[src/design/lprd_pkg.sv]
// ----------------------------------------------------------------------------
// lprd_pkg
// Shared types and constants for the lighting packet run-length decoder.
// ----------------------------------------------------------------------------
package lprd_pkg;

    localparam int DMX_SLOTS        = 512;
    localparam int MAX_PACKET_BYTES = 1500;

    localparam int BPOS_W     = $clog2(MAX_PACKET_BYTES + 1);
    localparam int POS_W      = $clog2(DMX_SLOTS + 1);
    localparam int CMP_W      = (POS_W > 8) ? POS_W : 8;
    localparam int SLOT_IDX_W = 9;
    localparam int LEN_W      = 10;
    localparam int ADDR_W     = 16;

    localparam int QUEUE_DEPTH = 4;
    localparam int QUEUE_PTR_W = $clog2(QUEUE_DEPTH);
    localparam int QUEUE_CNT_W = $clog2(QUEUE_DEPTH + 1);

    localparam logic [BPOS_W-1:0] BP_START_LO  = BPOS_W'(6);
    localparam logic [BPOS_W-1:0] BP_START_HI  = BPOS_W'(7);
    localparam logic [BPOS_W-1:0] BP_COUNT_LO  = BPOS_W'(8);
    localparam logic [BPOS_W-1:0] BP_COUNT_HI  = BPOS_W'(9);
    localparam logic [BPOS_W-1:0] BP_FLAGS     = BPOS_W'(14);
    localparam logic [BPOS_W-1:0] BP_DATA      = BPOS_W'(15);
    localparam logic [BPOS_W-1:0] BP_MAX       = BPOS_W'(MAX_PACKET_BYTES);
    localparam logic [BPOS_W-1:0] BP_LAST      = BPOS_W'(MAX_PACKET_BYTES - 1);

    localparam logic [7:0] ESC_BYTE        = 8'h80;
    localparam int         FLAG_COMPRESSED = 0;

    localparam logic KIND_RUN    = 1'b0;
    localparam logic KIND_REPORT = 1'b1;

    localparam logic STATUS_OK    = 1'b0;
    localparam logic STATUS_SHORT = 1'b1;

    typedef enum logic [1:0] {
        ESC_NONE  = 2'd0,
        ESC_SEEN  = 2'd1,
        ESC_COUNT = 2'd2
    } esc_phase_t;

    typedef struct packed {
        logic                  a_valid;
        logic [SLOT_IDX_W-1:0] a_index;
        logic [7:0]            a_value;
        logic [7:0]            a_count;
        logic                  b_valid;
        logic [SLOT_IDX_W-1:0] b_index;
        logic [7:0]            b_value;
        logic                  rep_valid;
        logic                  rep_status;
        logic [ADDR_W-1:0]     rep_start;
        logic [LEN_W-1:0]      rep_length;
    } cmd_t;

    typedef struct packed {
        logic                  item_kind;
        logic [SLOT_IDX_W-1:0] slot_index;
        logic [7:0]            slot_value;
        logic [7:0]            repeat_count;
        logic                  packet_status;
        logic [ADDR_W-1:0]     start_slot;
        logic [LEN_W-1:0]      decoded_length;
        logic                  final_for_input;
    } res_t;

endpackage

[src/design/lprd_front.sv]
// ----------------------------------------------------------------------------
// lprd_front
// Accepts packet bytes, tracks header and escape state, and turns each byte
// into one command holding up to two runs and an end report.
// ----------------------------------------------------------------------------
module lprd_front (
    input  logic                clk,
    input  logic                rst_n,
    input  logic                in_valid,
    output logic                in_stall,
    input  logic [7:0]          packet_byte,
    input  logic                end_of_packet,
    input  logic                queue_full,
    output logic                push,
    output lprd_pkg::cmd_t      push_cmd
);

    logic [lprd_pkg::BPOS_W-1:0] bytepos_reg, bytepos_next;
    logic [lprd_pkg::ADDR_W-1:0] start_reg, start_next;
    logic [lprd_pkg::ADDR_W-1:0] limit_reg, limit_next;
    logic                        compressed_reg, compressed_next;
    lprd_pkg::esc_phase_t        phase_reg, phase_next;
    logic [7:0]                  held_reg, held_next;
    logic [lprd_pkg::POS_W-1:0]  outpos_reg, outpos_next;

    logic                        accept;
    logic                        active;
    logic                        is_data;
    logic                        last;
    logic [lprd_pkg::POS_W-1:0]  lim;
    logic                        req_a;
    logic                        req_b;
    logic [7:0]                  req_val;
    logic [7:0]                  req_cnt;
    logic [lprd_pkg::POS_W-1:0]  room;
    logic [7:0]                  a_cnt;
    logic                        a_ok;
    logic                        b_ok;
    logic [lprd_pkg::POS_W-1:0]  op1;
    logic [lprd_pkg::POS_W-1:0]  op2;
    logic                        short_pkt;

    assign in_stall = queue_full;
    assign accept   = in_valid && !queue_full;
    assign active   = bytepos_reg < lprd_pkg::BP_MAX;
    assign is_data  = active && (bytepos_reg >= lprd_pkg::BP_DATA);
    assign last     = end_of_packet || (bytepos_reg == lprd_pkg::BP_LAST);

    always_comb
    begin
        if (compressed_reg)
        begin
            lim = lprd_pkg::POS_W'(lprd_pkg::DMX_SLOTS);
        end
        else if (limit_reg < lprd_pkg::ADDR_W'(lprd_pkg::DMX_SLOTS))
        begin
            lim = lprd_pkg::POS_W'(limit_reg);
        end
        else
        begin
            lim = lprd_pkg::POS_W'(lprd_pkg::DMX_SLOTS);
        end
    end

    // escape phase next state
    always_comb
    begin
        phase_next = phase_reg;
        if (is_data && compressed_reg)
        begin
            unique case (phase_reg)
                lprd_pkg::ESC_SEEN:
                begin
                    phase_next = last ? lprd_pkg::ESC_NONE : lprd_pkg::ESC_COUNT;
                end
                lprd_pkg::ESC_COUNT:
                begin
                    phase_next = lprd_pkg::ESC_NONE;
                end
                lprd_pkg::ESC_NONE:
                begin
                    if ((outpos_reg < lim) && (packet_byte == lprd_pkg::ESC_BYTE) && !last)
                    begin
                        phase_next = lprd_pkg::ESC_SEEN;
                    end
                end
                default:
                begin
                    phase_next = lprd_pkg::ESC_NONE;
                end
            endcase
        end
        if (end_of_packet)
        begin
            phase_next = lprd_pkg::ESC_NONE;
        end
    end

    // run requests from the escape phase
    always_comb
    begin
        req_a     = 1'b0;
        req_b     = 1'b0;
        req_val   = packet_byte;
        req_cnt   = 8'd1;
        held_next = held_reg;
        if (is_data)
        begin
            if (!compressed_reg)
            begin
                req_a = 1'b1;
            end
            else
            begin
                unique case (phase_reg)
                    lprd_pkg::ESC_SEEN:
                    begin
                        if (last)
                        begin
                            req_a   = 1'b1;
                            req_b   = 1'b1;
                            req_val = lprd_pkg::ESC_BYTE;
                        end
                        else
                        begin
                            held_next = packet_byte;
                        end
                    end
                    lprd_pkg::ESC_COUNT:
                    begin
                        req_a   = 1'b1;
                        req_cnt = held_reg;
                    end
                    lprd_pkg::ESC_NONE:
                    begin
                        req_a = (outpos_reg < lim)
                                && !((packet_byte == lprd_pkg::ESC_BYTE) && !last);
                    end
                    default:
                    begin
                        req_a = 1'b0;
                    end
                endcase
            end
        end
        if (end_of_packet)
        begin
            held_next = 8'd0;
        end
    end

    // run clamping against the output limit
    always_comb
    begin
        room  = lim - outpos_reg;
        a_ok  = req_a && (req_cnt != 8'd0) && (outpos_reg < lim);
        if (lprd_pkg::CMP_W'(req_cnt) > lprd_pkg::CMP_W'(room))
        begin
            a_cnt = 8'(room);
        end
        else
        begin
            a_cnt = req_cnt;
        end
        op1  = a_ok ? (outpos_reg + lprd_pkg::POS_W'(a_cnt)) : outpos_reg;
        b_ok = req_b && (op1 < lim);
        op2  = b_ok ? (op1 + lprd_pkg::POS_W'(1)) : op1;
    end

    // header capture, position counters and command build
    always_comb
    begin
        bytepos_next    = bytepos_reg;
        start_next      = start_reg;
        limit_next      = limit_reg;
        compressed_next = compressed_reg;
        outpos_next     = op2;
        short_pkt       = active && (bytepos_reg < lprd_pkg::BP_DATA);

        if (active)
        begin
            bytepos_next = bytepos_reg + lprd_pkg::BPOS_W'(1);
            if (bytepos_reg == lprd_pkg::BP_START_LO)
            begin
                start_next = {8'h00, packet_byte};
            end
            else if (bytepos_reg == lprd_pkg::BP_START_HI)
            begin
                start_next = {packet_byte, start_reg[7:0]};
            end
            else if (bytepos_reg == lprd_pkg::BP_COUNT_LO)
            begin
                limit_next = {8'h00, packet_byte};
            end
            else if (bytepos_reg == lprd_pkg::BP_COUNT_HI)
            begin
                limit_next = {packet_byte, limit_reg[7:0]};
            end
            else if (bytepos_reg == lprd_pkg::BP_FLAGS)
            begin
                compressed_next = packet_byte[lprd_pkg::FLAG_COMPRESSED];
            end
        end

        push_cmd            = '0;
        push_cmd.a_valid    = a_ok;
        push_cmd.a_index    = lprd_pkg::SLOT_IDX_W'(outpos_reg);
        push_cmd.a_value    = req_val;
        push_cmd.a_count    = a_cnt;
        push_cmd.b_valid    = b_ok;
        push_cmd.b_index    = lprd_pkg::SLOT_IDX_W'(op1);
        push_cmd.b_value    = packet_byte;
        push_cmd.rep_valid  = end_of_packet;
        push_cmd.rep_status = short_pkt ? lprd_pkg::STATUS_SHORT : lprd_pkg::STATUS_OK;
        push_cmd.rep_start  = short_pkt ? '0 : start_next;
        push_cmd.rep_length = short_pkt ? '0 : lprd_pkg::LEN_W'(op2);

        if (end_of_packet)
        begin
            bytepos_next    = '0;
            start_next      = '0;
            limit_next      = '0;
            compressed_next = 1'b0;
            outpos_next     = '0;
        end
    end

    assign push = accept && (push_cmd.a_valid || push_cmd.b_valid || push_cmd.rep_valid);

    always_ff @(posedge clk or negedge rst_n)
    begin
        if (!rst_n)
        begin
            bytepos_reg    <= '0;
            start_reg      <= '0;
            limit_reg      <= '0;
            compressed_reg <= 1'b0;
            phase_reg      <= lprd_pkg::ESC_NONE;
            held_reg       <= 8'd0;
            outpos_reg     <= '0;
        end
        else if (accept)
        begin
            bytepos_reg    <= bytepos_next;
            start_reg      <= start_next;
            limit_reg      <= limit_next;
            compressed_reg <= compressed_next;
            phase_reg      <= phase_next;
            held_reg       <= held_next;
            outpos_reg     <= outpos_next;
        end
    end

endmodule

[src/design/lprd_queue.sv]
// ----------------------------------------------------------------------------
// lprd_queue
// Short command queue between the byte front end and the result back end.
// ----------------------------------------------------------------------------
module lprd_queue (
    input  logic                clk,
    input  logic                rst_n,
    input  logic                push,
    input  lprd_pkg::cmd_t      push_cmd,
    input  logic                pop,
    output lprd_pkg::cmd_t      head_cmd,
    output logic                full,
    output logic                empty
);

    lprd_pkg::cmd_t                   entry_reg [lprd_pkg::QUEUE_DEPTH];
    logic [lprd_pkg::QUEUE_PTR_W-1:0] wr_ptr_reg;
    logic [lprd_pkg::QUEUE_PTR_W-1:0] rd_ptr_reg;
    logic [lprd_pkg::QUEUE_CNT_W-1:0] count_reg;
    logic [lprd_pkg::QUEUE_CNT_W-1:0] count_next;

    assign full     = count_reg == lprd_pkg::QUEUE_CNT_W'(lprd_pkg::QUEUE_DEPTH);
    assign empty    = count_reg == '0;
    assign head_cmd = entry_reg[rd_ptr_reg];

    always_comb
    begin
        count_next = count_reg;
        if (push && !pop)
        begin
            count_next = count_reg + lprd_pkg::QUEUE_CNT_W'(1);
        end
        else if (pop && !push)
        begin
            count_next = count_reg - lprd_pkg::QUEUE_CNT_W'(1);
        end
    end

    always_ff @(posedge clk or negedge rst_n)
    begin
        if (!rst_n)
        begin
            wr_ptr_reg <= '0;
            rd_ptr_reg <= '0;
            count_reg  <= '0;
        end
        else
        begin
            if (push)
            begin
                wr_ptr_reg <= wr_ptr_reg + lprd_pkg::QUEUE_PTR_W'(1);
            end
            if (pop)
            begin
                rd_ptr_reg <= rd_ptr_reg + lprd_pkg::QUEUE_PTR_W'(1);
            end
            count_reg <= count_next;
        end
    end

    always_ff @(posedge clk)
    begin
        if (push)
        begin
            entry_reg[wr_ptr_reg] <= push_cmd;
        end
    end

    a_no_pop_empty: assert property (@(posedge clk) disable iff (!rst_n)
        !(pop && empty))
        else $error("queue popped while empty");

    a_no_push_full: assert property (@(posedge clk) disable iff (!rst_n)
        !(push && full && !pop))
        else $error("queue pushed while full");

endmodule

[src/design/lprd_back.sv]
// ----------------------------------------------------------------------------
// lprd_back
// Expands each queued command into its results, one per cycle while out_stall is
// low, through an output register.
// ----------------------------------------------------------------------------
module lprd_back (
    input  logic                clk,
    input  logic                rst_n,
    input  lprd_pkg::cmd_t      head_cmd,
    input  logic                queue_empty,
    output logic                pop,
    output logic                out_valid,
    input  logic                out_stall,
    output lprd_pkg::res_t      res
);

    logic           done_a_reg, done_a_next;
    logic           done_b_reg, done_b_next;
    logic           out_valid_reg;
    lprd_pkg::res_t res_reg;
    lprd_pkg::res_t res_next;
    logic           load;
    logic           pend_a;
    logic           pend_b;

    assign load   = !queue_empty && (!out_valid_reg || !out_stall);
    assign pend_a = head_cmd.a_valid && !done_a_reg;
    assign pend_b = head_cmd.b_valid && !done_b_reg;

    always_comb
    begin
        res_next    = '0;
        done_a_next = done_a_reg;
        done_b_next = done_b_reg;
        pop         = 1'b0;
        if (pend_a)
        begin
            res_next.item_kind       = lprd_pkg::KIND_RUN;
            res_next.slot_index      = head_cmd.a_index;
            res_next.slot_value      = head_cmd.a_value;
            res_next.repeat_count    = head_cmd.a_count;
            res_next.final_for_input = !head_cmd.b_valid && !head_cmd.rep_valid;
            done_a_next              = 1'b1;
        end
        else if (pend_b)
        begin
            res_next.item_kind       = lprd_pkg::KIND_RUN;
            res_next.slot_index      = head_cmd.b_index;
            res_next.slot_value      = head_cmd.b_value;
            res_next.repeat_count    = 8'd1;
            res_next.final_for_input = !head_cmd.rep_valid;
            done_b_next              = 1'b1;
        end
        else
        begin
            res_next.item_kind       = lprd_pkg::KIND_REPORT;
            res_next.packet_status   = head_cmd.rep_status;
            res_next.start_slot      = head_cmd.rep_start;
            res_next.decoded_length  = head_cmd.rep_length;
            res_next.final_for_input = 1'b1;
        end
        if (load && res_next.final_for_input)
        begin
            pop         = 1'b1;
            done_a_next = 1'b0;
            done_b_next = 1'b0;
        end
    end

    always_ff @(posedge clk or negedge rst_n)
    begin
        if (!rst_n)
        begin
            done_a_reg    <= 1'b0;
            done_b_reg    <= 1'b0;
            out_valid_reg <= 1'b0;
        end
        else
        begin
            if (load)
            begin
                done_a_reg    <= done_a_next;
                done_b_reg    <= done_b_next;
                out_valid_reg <= 1'b1;
            end
            else if (!out_stall)
            begin
                out_valid_reg <= 1'b0;
            end
        end
    end

    always_ff @(posedge clk)
    begin
        if (load)
        begin
            res_reg <= res_next;
        end
    end

    assign out_valid = out_valid_reg;
    assign res       = res_reg;

    a_run_nonzero: assert property (@(posedge clk) disable iff (!rst_n)
        (out_valid_reg && (res_reg.item_kind == lprd_pkg::KIND_RUN))
        |-> (res_reg.repeat_count != 8'd0))
        else $error("data run with zero count");

    a_report_final: assert property (@(posedge clk) disable iff (!rst_n)
        (out_valid_reg && (res_reg.item_kind == lprd_pkg::KIND_REPORT))
        |-> res_reg.final_for_input)
        else $error("report not marked final");

endmodule

[src/design/lighting_packet_rle_decoder.sv]
// ----------------------------------------------------------------------------
// lighting_packet_rle_decoder
// Escape-byte run-length decoder for lighting-control packets: header
// capture, channel data runs and an end-of-packet report.
// ----------------------------------------------------------------------------
// The block takes one packet byte per cycle with no bubbles for as long as the
// output side keeps up. Each byte yields zero to three result items (at most
// two literal runs plus the end report); the output register delivers one
// item per cycle while out_stall is low, so a byte's items leave one at a time and
// the four-entry command queue between the byte decoder and the result
// expander absorbs the difference before input stall is raised. A byte's
// command is registered in the queue, and its first result then in the output register.
module lighting_packet_rle_decoder (
    input  logic        clk,
    input  logic        rst_n,
    input  logic        in_valid,
    output logic        in_stall,
    input  logic [7:0]  packet_byte,
    input  logic        end_of_packet,
    output logic        out_valid,
    input  logic        out_stall,
    output logic        item_kind,
    output logic [8:0]  slot_index,
    output logic [7:0]  slot_value,
    output logic [7:0]  repeat_count,
    output logic        packet_status,
    output logic [15:0] start_slot,
    output logic [9:0]  decoded_length,
    output logic        final_for_input
);

    lprd_pkg::cmd_t push_cmd;
    lprd_pkg::cmd_t head_cmd;
    lprd_pkg::res_t res;
    logic           push;
    logic           pop;
    logic           queue_full;
    logic           queue_empty;

    lprd_front u_front (
        .clk           (clk),
        .rst_n         (rst_n),
        .in_valid      (in_valid),
        .in_stall      (in_stall),
        .packet_byte   (packet_byte),
        .end_of_packet (end_of_packet),
        .queue_full    (queue_full),
        .push          (push),
        .push_cmd      (push_cmd)
    );

    lprd_queue u_queue (
        .clk      (clk),
        .rst_n    (rst_n),
        .push     (push),
        .push_cmd (push_cmd),
        .pop      (pop),
        .head_cmd (head_cmd),
        .full     (queue_full),
        .empty    (queue_empty)
    );

    lprd_back u_back (
        .clk         (clk),
        .rst_n       (rst_n),
        .head_cmd    (head_cmd),
        .queue_empty (queue_empty),
        .pop         (pop),
        .out_valid   (out_valid),
        .out_stall   (out_stall),
        .res         (res)
    );

    assign item_kind       = res.item_kind;
    assign slot_index      = res.slot_index;
    assign slot_value      = res.slot_value;
    assign repeat_count    = res.repeat_count;
    assign packet_status   = res.packet_status;
    assign start_slot      = res.start_slot;
    assign decoded_length  = res.decoded_length;
    assign final_for_input = res.final_for_input;

endmodule

[config.mk]
export PLATFORM = sky130hd
export DESIGN_NAME = lighting_packet_rle_decoder
export DESIGN_NICKNAME = d
export VERILOG_FILES = /design/src/design/lprd_pkg.sv /design/src/design/lprd_front.sv /design/src/design/lprd_queue.sv /design/src/design/lprd_back.sv /design/src/design/lighting_packet_rle_decoder.sv
export SDC_FILE = /design/constraint.sdc
export NUM_CORES = 1
export LEC_CHECK = 0
export BUFFER_PORTS_ARGS = -buffer_cell sky130_fd_sc_hd__buf_2
export CAP_MARGIN = 30
export CORE_ASPECT_RATIO = 0.75
export CORE_UTILIZATION = 55
export CTS_CLUSTER_SIZE = 10
export DETAILED_ROUTE_END_ITERATION = 6
export PLACE_DENSITY = 0.73
export RECOVER_POWER = 50
export SKIP_LAST_GASP = 1
export SLEW_MARGIN = 15
export SYNTH_ARGS = -nofsm -noshare
export SYNTH_HDL_FRONTEND = slang
export SYNTH_SLANG_ARGS = --single-unit
[constraint.sdc]
create_clock -name clk -period 8.7 [get_ports clk]
set_input_delay 2.61 -clock clk [delete_from_list [all_inputs] [get_ports clk]]
set_output_delay 2.61 -clock clk [all_outputs]
set_load 0.02 [all_outputs]
==> results by group <==
Worst setup path
  – Maximum fanout along the worst path: 20
  – CP Class: reg2reg
  – Critical path's most frequent cell: ha_1
  – R2r setup slk: between 400 and 500 ps
  – FF-to-FF Start: u_front.compressed_reg
  – CP endpoint: u_queue.entry_reg[0][13]
  – Reg2Reg Depth: 37
  – Slowest CP cell: or4_1
  – Endpoint class of the critical path: register
  – Worst R2R End: u_queue.entry_reg[0][13]
  – Worst Setup SP: u_front.compressed_reg
  – CP Launch Type: register
  – Crit path required time: 8950 ps
  – CP peak stage delay: 530 ps
  – Crit path arrival time: 8500 ps

Route
  – WL per Instance: 22.9 µm
  – Initial drt markers: 1,040
  – Vias: between 10,000 and 15,000
  – Drt first pass iters: 5
  – Final WL: between 40 and 50 mm
  – Drt drc: 0
  – Vias per cell: 5.97
  – ANT nets after route: 0

Clock network
  – Hold Buf Count CTS: 0
  – Clk Tree Root Cell: clkbuf_16
  – Sink Count: 416
  – Max clock buf depth: 3
  – H-tree depth: 2
  – Clk_lat worst skew: 560 ps
  – CTS clk-pin slew, worst paths: 60 ps
  – CTS tree: done
  – TritonCTS Buffers: 48

GRT
  – GRT busiest layer: met2
  – Total GRT Usage: between 20% and 30%
  – Met2 global-route usage: 38.5%
  – GR Util met3: between 6 and 7%
  – Largest net degree at the start of global routing: 63
  – Gr ovfl total: 0
  – Vias in the first global route: 10,400
  – Initial antenna violation count: 3
  – M1 GR Usage: 36.3%
  – First-pass GRT wire length: roughly 60 mm

Timing
  – Slew headroom: -141%
  – FMAX: between 0.1 and 0.15 GHz
  – Slew @ Worst Pin: 3620 ps
  – WHS: 479 ps
  – # setup viols final: 0
  – Period utilization: 94.8%
  – Slew Viols, Final: 186
  – Hold Vio Cnt, Final: 0
  – Final Skew: 15.0 ps
  – Tmin final: between 8000 and 9000 ps

Final layout
  – Final std cells w/o fill: 1,776
  – Synth-to-Final Area Change: 14.1%
  – Multi-input gate area: 0.00548 mm²
  – Final core occ: 64.7%
  – Nets: roughly 1,400
  – Reg area: ~0.012 mm²
  – Layout fillers: 2,289
  – Final Cell Area: 0.0205 mm²
  – Layout cells sized above 1: 15.1%
  – Largest register FFs: about 290

Logic synthesis
  – Mapped Area: 0.0180 mm²
  – Ranking of synthesized cells by area: edfxtp_1 (57%), dfrtp_1 (10%), mux4_2 (9.0%), ha_1 (3.3%), nand2_1 (2.1%)
  – YS warnings: 0
  – Number of synthesized flops with an enable pin: 342
  – Synth top area share: 57.2%
  – Main flop type after synthesis: edfxtp_1
  – Syn avg cell area: about 15 µm²
  – Syn Inst Count: 1,175
  – Distinct cells, synth: 67
  – Synth area leader: edfxtp_1
  – Syn nets: 1,238
  – Flops & latches, synth: 416
  – Seq/Total Area, Yosys: between 60% and 70%
  – FFs w/ async S/R, synth: about 18%

Placed design
  – PortBufs: 68
  – Routability cong.: a little over 0.9
  – Post-DP HPWL: roughly 26 mm
  – Cell Area, Placed: between 0.015 and 0.02 mm²
  – Dpl cells: 1,677

Floorplan
  – Die width: 211 µm
  – Cell row count: 56
  – Initial Util: 56.7%
  – Number of I/O pins: 69
  – Die H: 159 µm
  – Die area: 0.0334 mm²
  – Core region area: 0.0317 mm²

Pwr
  – Design Power: a little over 6 mW
  – Combinational share of power: 26.2%
  – Internal power: 4.28 mW
  – Clk pwr share: 29.6%
  – Sw frac: 30.6%
  – Lkg Pwr: 7.55 nW
  – Total power per unit cell area: 301 mW/mm²
  – Peak VDD IR: around 0.20 mV
  – Sequential Power Share: 44.3%
  – Sw Pwr: 1.89 mW

Hold path
  – Hold path startpoint: u_front.limit_reg[15]
  – Worst min-delay path class: reg2reg

Flow run
  – Maximum capacitance violations: 5

Outcome
  – Failing checks: max-capacitance violations, max-slew violations
  – Status: complete, but fails checks
==> final cells by class <==
class	count	area share, %
inverter	64	1.19
tap	435	2.66
clock buffer	83	6.65
clock inverter	4	0.275
timing repair buffer	122	3.31
sequential	416	59.2
multi-input combinational	651	26.7
antenna	1	0.0122
==> cell families (layout without fill, tap and decap cells) <==
kind of cell / count (synthesis) / in the layout / synth area share, %
adders and majority gates: 50 / 50 / 3.61
muxes: 100 / 100 / 10.7
DFF: 416 / 416 / 67.5
and+or+nand+nor: 296 / 296 / 8.30
buffers and inverters: 108 / 273 / 2.31
AOI/OAI and AO/OA: 167 / 167 / 5.75
other: 0 / 1 / 0
xor gates and xnor gates: 38 / 38 / 1.85
==> placed cells by master (no fill, tap or decap), types with 24 or more instances in the layout <==
cell	Yosys	final
o21ai_0	68	68
nor2b_1	50	50
edfxtp_1	342	342
dfrtp_1	74	73
a21oi_1	25	24
nand3_1	30	30
inv_1	62	60
clkbuf_1	29	113
nand2_1	102	102
clkbuf_16	0	49
mux4_2	72	72
ha_1	47	47
nor2_1	44	43
buf_4	0	31
==> stage by stage <==
step | setup slack [ps] | TNS, ps
after global routing | -1.22 | -1.22
after global placement | 42.4 | 0
after floorplan | 1.77 | 0
final | 449 | 0
after detailed placement | -209 | -16600
after CTS | 93.2 | 0
==> synthesized netlist by cell type, drive strengths merged (3+ instances only) <==
library cell and number:
and3 4, a21boi 8, clkbuf 29, mux2i 22, a31oi 8, nor3 12
xnor2 23, nor2b 50, nand3 31, xor2 15, or3 3, fa 3
nor4 5, o21a 3, buf 15, ha 47, a21oi 25, nor3b 4
mux2 6, o31ai 9, nand4 13, nand2 102, o21ai 72, a21o 8
o22ai 8, mux4 72, and2 8, nand2b 7, dfrtp 74, a22o 10
nor2 46, edfxtp 342, or4 3, inv 63
==> how the worst min path moves through the flow <==
stage / to / slack [ps] / cells after the start
after detailed placement: u_front.limit_reg[15] / 460 / 2
final: u_front.limit_reg[15] / 480 / 2
after floorplan: u_front.limit_reg[10] / 440 / 2
after global placement: u_front.limit_reg[11] / 450 / 2
after CTS: u_front.limit_reg[15] / 480 / 2
after global routing: u_front.limit_reg[15] / 490 / 2
==> worst max-delay path: cells and delay by family, from the launching register on <==
kind | cells | cell delay (ps)
AOI/OAI and AO/OA | 14 | 2490
and+or+nand+nor | 10 | 1970
adders and majority gates | 5 | 1470
buffers and inverters | 5 | 900
xor gates and xnor gates | 2 | 540
DFF | 1 | 410
muxes | 1 | 160
==> power groups by stage <==
| stage | clock, mW | combinational, mW | sequential, mW |
|---|---|---|---|
| 6_report | 1.82 | 1.61 | 2.73 |
| 5_1_grt | 1.93 | 1.75 | 2.78 |
| 4_1_cts | 1.85 | 1.65 | 2.73 |
| 3_5_place_dp | 0 | 1.63 | 2.76 |
| 3_3_place_gp | 0 | 1.61 | 2.76 |
| 2_1_floorplan | 0 | 0.983 | 2.87 |
==> timing repair <==
| item | CTS | global route |
|---|---|---|
| pin swaps | 0 | 5 |
| gates cloned | 0 | 0 |
| buffers inserted | 0 | 9 |
| endpoints found under the setup margin | 228 | 325 |
| gates resized for setup | 3 | 12 |
==> per-layer routing <==
metal	vias up	wire length, µm
met2	459	18300
met1	5374	17800
met3	64	3930
li1	4711	-
met5	-	11
met4	2	666
No activity file was read; power rests on OpenSTA's default activity.
